$ cat src/hw/rtl/spq_pkg.sv
// ----------------------------------------------------------------------------
// Sorted priority queue package
// Shared constants, operation codes and cell link types.
// ----------------------------------------------------------------------------
package spq_pkg;

  // Number of entry slots in the store
  localparam int unsigned CAPACITY = 16;

  // Field widths
  localparam int unsigned FUNC_W        = 2;
  localparam int unsigned VALUE_W       = 32;
  localparam int unsigned ENTRY_COUNT_W = 5;
  localparam int unsigned CNT_W         = $clog2(CAPACITY + 1);

  // Operation codes
  typedef enum logic [FUNC_W-1:0] {
    FUNC_INSERT = 2'd0,
    FUNC_REMOVE = 2'd1,
    FUNC_LOOKUP = 2'd2,
    FUNC_NOP    = 2'd3
  } spq_func_e;

  // Decoded command broadcast to every cell
  typedef struct packed {
    logic                       ins;    // insert, store not full
    logic                       rem;    // remove, value found
    logic signed [VALUE_W-1:0]  value;
  } spq_cmd_t;

  // What one cell hands to its neighbours
  typedef struct packed {
    logic                       ge;     // slot empty or entry not below value
    logic signed [VALUE_W-1:0]  entry;
  } spq_link_t;

endpackage

$ cat src/hw/rtl/spq_if.sv
// ----------------------------------------------------------------------------
// Sorted priority queue channels
// Request and response channels with valid/ready handshake.
// ----------------------------------------------------------------------------
interface spq_req_if;
  import spq_pkg::*;

  logic                       valid;
  logic                       ready;
  logic [FUNC_W-1:0]          func;
  logic signed [VALUE_W-1:0]  value;

  modport source (output valid, func, value, input ready);
  modport sink   (input valid, func, value, output ready);
endinterface

interface spq_rsp_if;
  import spq_pkg::*;

  logic                             valid;
  logic                             ready;
  logic                             ok;
  logic signed [VALUE_W-1:0]        head_value;
  logic                             head_valid;
  logic [ENTRY_COUNT_W-1:0]         entry_count;

  modport source (output valid, ok, head_value, head_valid, entry_count, input ready);
  modport sink   (input valid, ok, head_value, head_valid, entry_count, output ready);
endinterface

$ cat src/hw/rtl/spq_cell.sv
// ----------------------------------------------------------------------------
// Sorted priority queue cell
// One slot of the sorted store; compares against the broadcast value and
// shifts towards either neighbour on insert or remove.
// ----------------------------------------------------------------------------
module spq_cell
  import spq_pkg::*;
(
  input  logic                       clk_i,
  input  logic                       en_i,
  input  logic                       occupied_i,
  input  logic signed [VALUE_W-1:0]  value_i,
  input  spq_cmd_t                   cmd_i,
  input  spq_link_t                  left_i,
  input  spq_link_t                  right_i,
  output spq_link_t                  link_o,
  output logic                       hit_o,
  output logic signed [VALUE_W-1:0]  entry_d_o
);

  logic signed [VALUE_W-1:0] entry_q, entry_d;
  logic                      ge;
  logic                      first;

  // Locate the insertion / match point: first slot not below the value
  assign ge    = !occupied_i || !(entry_q < value_i);
  assign first = ge && !left_i.ge;
  assign hit_o = first && occupied_i && (entry_q == value_i);

  assign link_o.ge    = ge;
  assign link_o.entry = entry_q;

  // Shift right on insert, shift left on remove
  always_comb begin
    entry_d = entry_q;
    if (cmd_i.ins) begin
      if (left_i.ge) begin
        entry_d = left_i.entry;
      end else if (first) begin
        entry_d = cmd_i.value;
      end
    end else if (cmd_i.rem && ge) begin
      entry_d = right_i.entry;
    end
  end

  assign entry_d_o = entry_d;

  // Hold the entry between transactions
  always_ff @(posedge clk_i) begin
    if (en_i) begin
      entry_q <= entry_d;
    end
  end

endmodule

$ cat src/hw/rtl/sorted_priority_queue.sv
// The response is registered and presented in the cycle after the request is accepted.
// Throughput: one operation per cycle while responses are drained; every cell compares and shifts at once.
// A request is taken while the response register is empty or being drained.
// Reset clears the entry count and the response valid flag; the entry slots
// keep no reset value and are read only below the count.
// ----------------------------------------------------------------------------
// Sorted priority queue
// Chain of sorted cells with a count register and a registered response.
// ----------------------------------------------------------------------------
module sorted_priority_queue
  import spq_pkg::*;
(
  input  logic      clk_i,
  input  logic      rst_ni,
  spq_req_if.sink   req_i,
  spq_rsp_if.source rsp_o
);

  localparam int unsigned LAST = CAPACITY - 1;

  logic [CNT_W-1:0]          count_q, count_d;
  logic                      accept;
  logic                      full;
  logic                      found;
  spq_func_e                 func;
  spq_cmd_t                  cmd;

  spq_link_t                 links [CAPACITY];
  logic [CAPACITY-1:0]       hits;
  logic signed [VALUE_W-1:0] next_entry [CAPACITY];

  logic                      rsp_valid_q;
  logic                      ok_q, ok_d;
  logic signed [VALUE_W-1:0] head_q, head_d;
  logic                      head_valid_q;
  logic [ENTRY_COUNT_W-1:0]  entry_count_q;

  // Accept when the response register is free or draining
  assign req_i.ready = !rsp_valid_q || rsp_o.ready;
  assign accept      = req_i.valid && req_i.ready;

  assign func  = spq_func_e'(req_i.func);
  assign full  = (count_q == CNT_W'(CAPACITY));
  assign found = |hits;

  // Decode the operation into cell commands
  always_comb begin
    cmd.ins   = (func == FUNC_INSERT) && !full;
    cmd.rem   = (func == FUNC_REMOVE) && found;
    cmd.value = req_i.value;
  end

  // Chain of cells
  for (genvar i = 0; i < CAPACITY; i++) begin : g_cell
    spq_link_t left_link, right_link;

    if (i == 0) begin : g_head
      assign left_link = '{ge: 1'b0, entry: '0};
    end else begin : g_mid_l
      assign left_link = links[i-1];
    end

    if (i == LAST) begin : g_tail
      assign right_link = links[i];
    end else begin : g_mid_r
      assign right_link = links[i+1];
    end

    spq_cell u_cell (
      .clk_i      (clk_i),
      .en_i       (accept),
      .occupied_i (count_q > CNT_W'(i)),
      .value_i    (req_i.value),
      .cmd_i      (cmd),
      .left_i     (left_link),
      .right_i    (right_link),
      .link_o     (links[i]),
      .hit_o      (hits[i]),
      .entry_d_o  (next_entry[i])
    );
  end

  // Next count and result
  always_comb begin
    count_d = count_q;
    if (cmd.ins) begin
      count_d = count_q + CNT_W'(1);
    end else if (cmd.rem) begin
      count_d = count_q - CNT_W'(1);
    end

    unique case (func)
      FUNC_INSERT: ok_d = !full;
      FUNC_REMOVE: ok_d = found;
      FUNC_LOOKUP: ok_d = found;
      default:     ok_d = 1'b0;
    endcase

    head_d = (count_d != '0) ? next_entry[0] : '0;
  end

  // Count register
  always_ff @(posedge clk_i or negedge rst_ni) begin
    if (!rst_ni) begin
      count_q <= '0;
    end else if (accept) begin
      count_q <= count_d;
    end
  end

  // Response valid
  always_ff @(posedge clk_i or negedge rst_ni) begin
    if (!rst_ni) begin
      rsp_valid_q <= 1'b0;
    end else if (accept) begin
      rsp_valid_q <= 1'b1;
    end else if (rsp_o.ready) begin
      rsp_valid_q <= 1'b0;
    end
  end

  // Response payload
  always_ff @(posedge clk_i) begin
    if (accept) begin
      ok_q          <= ok_d;
      head_q        <= head_d;
      head_valid_q  <= (count_d != '0);
      entry_count_q <= ENTRY_COUNT_W'(count_d);
    end
  end

  assign rsp_o.valid       = rsp_valid_q;
  assign rsp_o.ok          = ok_q;
  assign rsp_o.head_value  = head_q;
  assign rsp_o.head_valid  = head_valid_q;
  assign rsp_o.entry_count = entry_count_q;

  // Count never exceeds the store
  assert property (@(posedge clk_i) disable iff (!rst_ni)
    count_q <= CNT_W'(CAPACITY))
    else $error("entry count above capacity");

  // A dropped insert leaves the count unchanged
  assert property (@(posedge clk_i) disable iff (!rst_ni)
    (accept && func == FUNC_INSERT && full) |=> (count_q == $past(count_q)))
    else $error("insert into full store changed the count");

  // A lookup never alters the count
  assert property (@(posedge clk_i) disable iff (!rst_ni)
    (accept && func == FUNC_LOOKUP) |=> (count_q == $past(count_q)))
    else $error("lookup changed the count");

  // Only one cell may claim the match point
  assert property (@(posedge clk_i) disable iff (!rst_ni)
    $onehot0(hits))
    else $error("more than one cell reports a hit");

  // Head flag agrees with the count in a presented response
  assert property (@(posedge clk_i) disable iff (!rst_ni)
    rsp_valid_q |-> (head_valid_q == (count_q != '0)))
    else $error("head valid disagrees with count");

endmodule
$ cat src/flat_wrapper.sv
// flat-port wrapper written by rule: the top's interface ports become plain ports
module sorted_priority_queue_flat import spq_pkg::*;
  (clk_i, rst_ni, req_i_valid, req_i_func, req_i_value, req_i_ready, rsp_o_valid, rsp_o_ok, rsp_o_head_value, rsp_o_head_valid, rsp_o_entry_count, rsp_o_ready);
  spq_req_if req_i_i ();
  spq_rsp_if rsp_o_i ();
  input  logic clk_i;
  input  logic rst_ni;
  input wire logic [$bits(req_i_i.valid)-1:0] req_i_valid;
  input wire logic [$bits(req_i_i.func)-1:0] req_i_func;
  input wire logic [$bits(req_i_i.value)-1:0] req_i_value;
  output wire logic [$bits(req_i_i.ready)-1:0] req_i_ready;
  output wire logic [$bits(rsp_o_i.valid)-1:0] rsp_o_valid;
  output wire logic [$bits(rsp_o_i.ok)-1:0] rsp_o_ok;
  output wire logic [$bits(rsp_o_i.head_value)-1:0] rsp_o_head_value;
  output wire logic [$bits(rsp_o_i.head_valid)-1:0] rsp_o_head_valid;
  output wire logic [$bits(rsp_o_i.entry_count)-1:0] rsp_o_entry_count;
  input wire logic [$bits(rsp_o_i.ready)-1:0] rsp_o_ready;
  assign req_i_i.valid = req_i_valid;
  assign req_i_i.func = req_i_func;
  assign req_i_i.value = req_i_value;
  assign req_i_ready = req_i_i.ready;
  assign rsp_o_valid = rsp_o_i.valid;
  assign rsp_o_ok = rsp_o_i.ok;
  assign rsp_o_head_value = rsp_o_i.head_value;
  assign rsp_o_head_valid = rsp_o_i.head_valid;
  assign rsp_o_entry_count = rsp_o_i.entry_count;
  assign rsp_o_i.ready = rsp_o_ready;
  sorted_priority_queue u_core (.clk_i(clk_i), .rst_ni(rst_ni), .req_i(req_i_i), .rsp_o(rsp_o_i));
endmodule
$ cat config.mk
export PLATFORM = sky130hd
export DESIGN_NAME = sorted_priority_queue_flat
export DESIGN_NICKNAME = d
export VERILOG_FILES = /design/src/hw/rtl/spq_pkg.sv /design/src/hw/rtl/spq_if.sv /design/src/hw/rtl/spq_cell.sv /design/src/hw/rtl/sorted_priority_queue.sv /design/src/flat_wrapper.sv
export SDC_FILE = /design/constraint.sdc
export NUM_CORES = 2
export LEC_CHECK = 0
export BUFFER_PORTS_ARGS = -buffer_cell sky130_fd_sc_hd__buf_4
export CAP_MARGIN = 0
export CORE_MARGIN = 2
export CORE_UTILIZATION = 65
export DETAILED_ROUTE_END_ITERATION = 10
export PLACE_DENSITY = 0.88
export SYNTH_ARGS = -nofsm -noshare
export SYNTH_HDL_FRONTEND = slang
export SYNTH_SLANG_ARGS = --single-unit
$ cat constraint.sdc
create_clock -name clk_i -period 16 [get_ports clk_i]
set_input_delay 0.8 -clock clk_i [delete_from_list [all_inputs] [get_ports clk_i]]
set_output_delay 0.8 -clock clk_i [all_outputs]
set_load 0.03 [all_outputs]
==> results.sh <==
export IMPL_tightest_slew_ps=1306
export IMPL_port_buffer_count=78
export IMPL_die_w_um=250.7
export IMPL_clk_latency_ps=650
export IMPL_initial_core_util_pct=65.69
export IMPL_end_kind="register"
export IMPL_root_buffer="clkbuf_16"
export IMPL_path_buf_inv=3
export IMPL_cts_tree="yes"
export IMPL_dp_hpwl_um=84270
export IMPL_p_per_area_mw_per_mm2=111.2
export IMPL_grt_setup_unrepaired="false"
export IMPL_core_rowCount=90
export IMPL_finalCritPeriodShare_pct=44.01
export IMPL_syn_area_mm2=0.03957
export IMPL_dr_total_vias=34142
export IMPL_tns_ps=0
export IMPL_cp_depth=16
export IMPL_synth_seq_area_share_pct=42.19
export IMPL_design_core_area_mm2=0.06025
export IMPL_critPathArrivalTime_ps=7390
export IMPL_grt_pass1_wl_um=183900
export IMPL_grt_max_degree=234
export IMPL_fmax_mhz=142.0
export IMPL_numCtsBuffers=60
export IMPL_dp_cells=4774
export IMPL_critPathLaunchType="input port"
export IMPL_cp_slowest_cell="a2111oi_0"
export IMPL_syn_inst=4096
export IMPL_stdcell_count=4884
export IMPL_ctsResizeCount=0
export IMPL_ys_types=84
export IMPL_place_congestion=0.9865
export IMPL_vias_per_cell=6.991
export IMPL_hp_class="input port to register"
export IMPL_critical_path_class="input port to register"
export IMPL_antenna_found_initial=3
export IMPL_max_cap_violations=0
export IMPL_h_tree_depth=2
export IMPL_die_h_um=250.7
export IMPL_cpPeakStageDelay_ps=950
export IMPL_boundaryPins=79
export IMPL_firstDrtPassIters=8
export IMPL_finalHoldViolations=0
export IMPL_outcome="finished clean"
export IMPL_clock_sinks=557
export IMPL_path_cells="buf_4 -> clkinv_1 -> ha_1 -> a21o_1 -> nand3_1 -> a21oi_1 -> a2111oi_0 -> a31oi_1 -> and4b_1 -> nor4_1 -> o2111ai_1 -> o21ai_0 -> nand2_1 -> nand2_1 -> nor2_2 -> buf_4"
export IMPL_clockBufferDepth=3
export IMPL_grt_overflow_total=0
export IMPL_slew_headroom_pct=12.03
export IMPL_final_core_util_pct=70.86
export IMPL_track_usage_pct=37.45
export IMPL_yosysMostFrequentCell="nand2_1"
export IMPL_synth_top_flop_cell="edfxtp_1"
export IMPL_wl_per_cell_um=24.69
export IMPL_grt_pass1_vias=32499
export IMPL_cts_clk_slew_worst_paths_ps=60
export IMPL_synth_fp_nets=4654
export IMPL_synth_edf_count=551
export IMPL_critPathTopFamily="simple AND/OR/NAND/NOR gates"
export IMPL_setup_viol=0
export IMPL_p_leak_nw=17.27
export IMPL_synthArstFlopShare_pct=1.077
export IMPL_total_power_w=0.004747
export IMPL_ys_top_cells_by_area="edfxtp_1 42%, ha_1 16%, o21ai_0 6.1%"
export IMPL_reg2reg_depth=14
export IMPL_synth_seq_cells=557
export IMPL_vdd_drop_max_mv=0.09839
export IMPL_cp_max_fo=25
export IMPL_min_period_ps=7042
export IMPL_drt_wl_total_um=120600
export IMPL_final_antenna_net_count=0
export IMPL_hold_slack_ps=381.0
export IMPL_drive_gt1_share_pct=7.291
export IMPL_clock_skew_ps=26.32
export IMPL_syn_area_per_cell_um2=9.662
export IMPL_holdPathStages=2
export IMPL_netlist_top_cell_by_area="edfxtp_1"
export IMPL_drc=0
export IMPL_ys_top_cells_by_count="609 x nand2_1, 551 x edfxtp_1, 520 x ha_1"
export IMPL_dieArea_mm2=0.06287
export IMPL_synth_top_cell_area_share_pct=41.81
export IMPL_drt_iter0_markers=4799
export IMPL_yosysWarningCount=0
export IMPL_nNetsFinal=4613
export IMPL_report_final_slew_viol_count=0
export IMPL_area_delta_synth_final_pct=7.876
export IMPL_required_ps=16350
## layout by cell type, fill, tap and decap left out, types with 39 or more instances in the layout
cell / count
ha_1: 520
a221o_1: 43
o21ai_0: 481
nand3_1: 52
a21o_1: 60
mux2i_1: 229
clkbuf_16: 61
a21oi_1: 393
nand2_1: 606
inv_1: 51
nand4_1: 104
edfxtp_1: 551
nor2_1: 308
clkinv_1: 48
a31oi_1: 39
buf_4: 127
## logic make-up (layout without fill, tap and decap cells)
kind of cell    after synthesis  in the layout  share of synthesized area, %
other cells                   0              1                             0
flops                       557            557                         42.19
buf+inv                     315            320                         3.070
xor+xnor                      8              8                        0.1771
fa+ha+maj                   520            520                         16.44
simple gates               1248           1248                         13.88
mux                         262            262                         6.731
compound gates             1186           1186                         17.51
## area by class of cell
| class | instances | area, µm² |
|---|---|---|
| Sequential cell | 557 | 16700 |
| Clock buffer | 75 | 1579 |
| Fill cell | 4318 | 17550 |
| Multi-Input combinational cell | 3224 | 21840 |
| Antenna cell | 1 | 2.502 |
| Tap cell | 782 | 978.4 |
| Clock inverter | 33 | 296.5 |
| Inverter | 83 | 312.8 |
| Timing Repair Buffer | 129 | 983.4 |
## stage by stage
stage,worst slack (ps),cell area [µm²]
after CTS,9280,42690
after detailed placement,8614,40800
after global routing,8873,42690
after floorplan,9450,39570
final,8958,42690
after global placement,8770,40800
## where the power goes
part	internal (W)	switching (W)
sequential	0.00177	0.0000901
combinational	0.000509	0.000989
clock	0.000787	0.000600
## repair_timing
action / CTS / global route
hold buffers: 1 / 0
buffers inserted: 0 / 0
endpoints found under the hold margin: 6 / 0
## per-layer routing
metal	share of wire (%)	global-route usage (%)	vias up
li1	-	-	15298
met1	38	50.12	15994
met2	45	59.25	2371
met3	11	5.943	475
met4	5.8	19.26	4
met5	0.022	0	-
## worst paths after layout
| path | startpoint | endpoint | slack [ps] |
|---|---|---|---|
| setup / recovery | req_i_value[25] | u_core.g_cell[9].u_cell.entry_q[20] | 8960 |
| hold / removal | req_i_valid | u_core.rsp_o.valid | 380 |
| setup reg to reg | u_core.g_cell[5].u_cell.entry_q[31] | u_core.g_cell[13].u_cell.entry_q[11] | 9860 |
| hold reg to reg | u_core.g_cell[14].u_cell.entry_q[0] | u_core.g_cell[13].u_cell.entry_q[0] | 570 |
| max in group asynchronous | rst_ni | u_core.count_q[4] | 15340 |
| min in group asynchronous | rst_ni | u_core.count_q[0] | 520 |
## registers in the layout (all words and copies together), names as in the netlist
register                      flops
u_core.count_q                    5
u_core.g_cell.u_cell.entry_q    512
u_core.rsp_o.entry_count          5
u_core.rsp_o.head_valid           1
u_core.rsp_o.head_value          32
u_core.rsp_o.ok                   1
u_core.rsp_o.valid                1
Power figures use the tool's default switching activity.
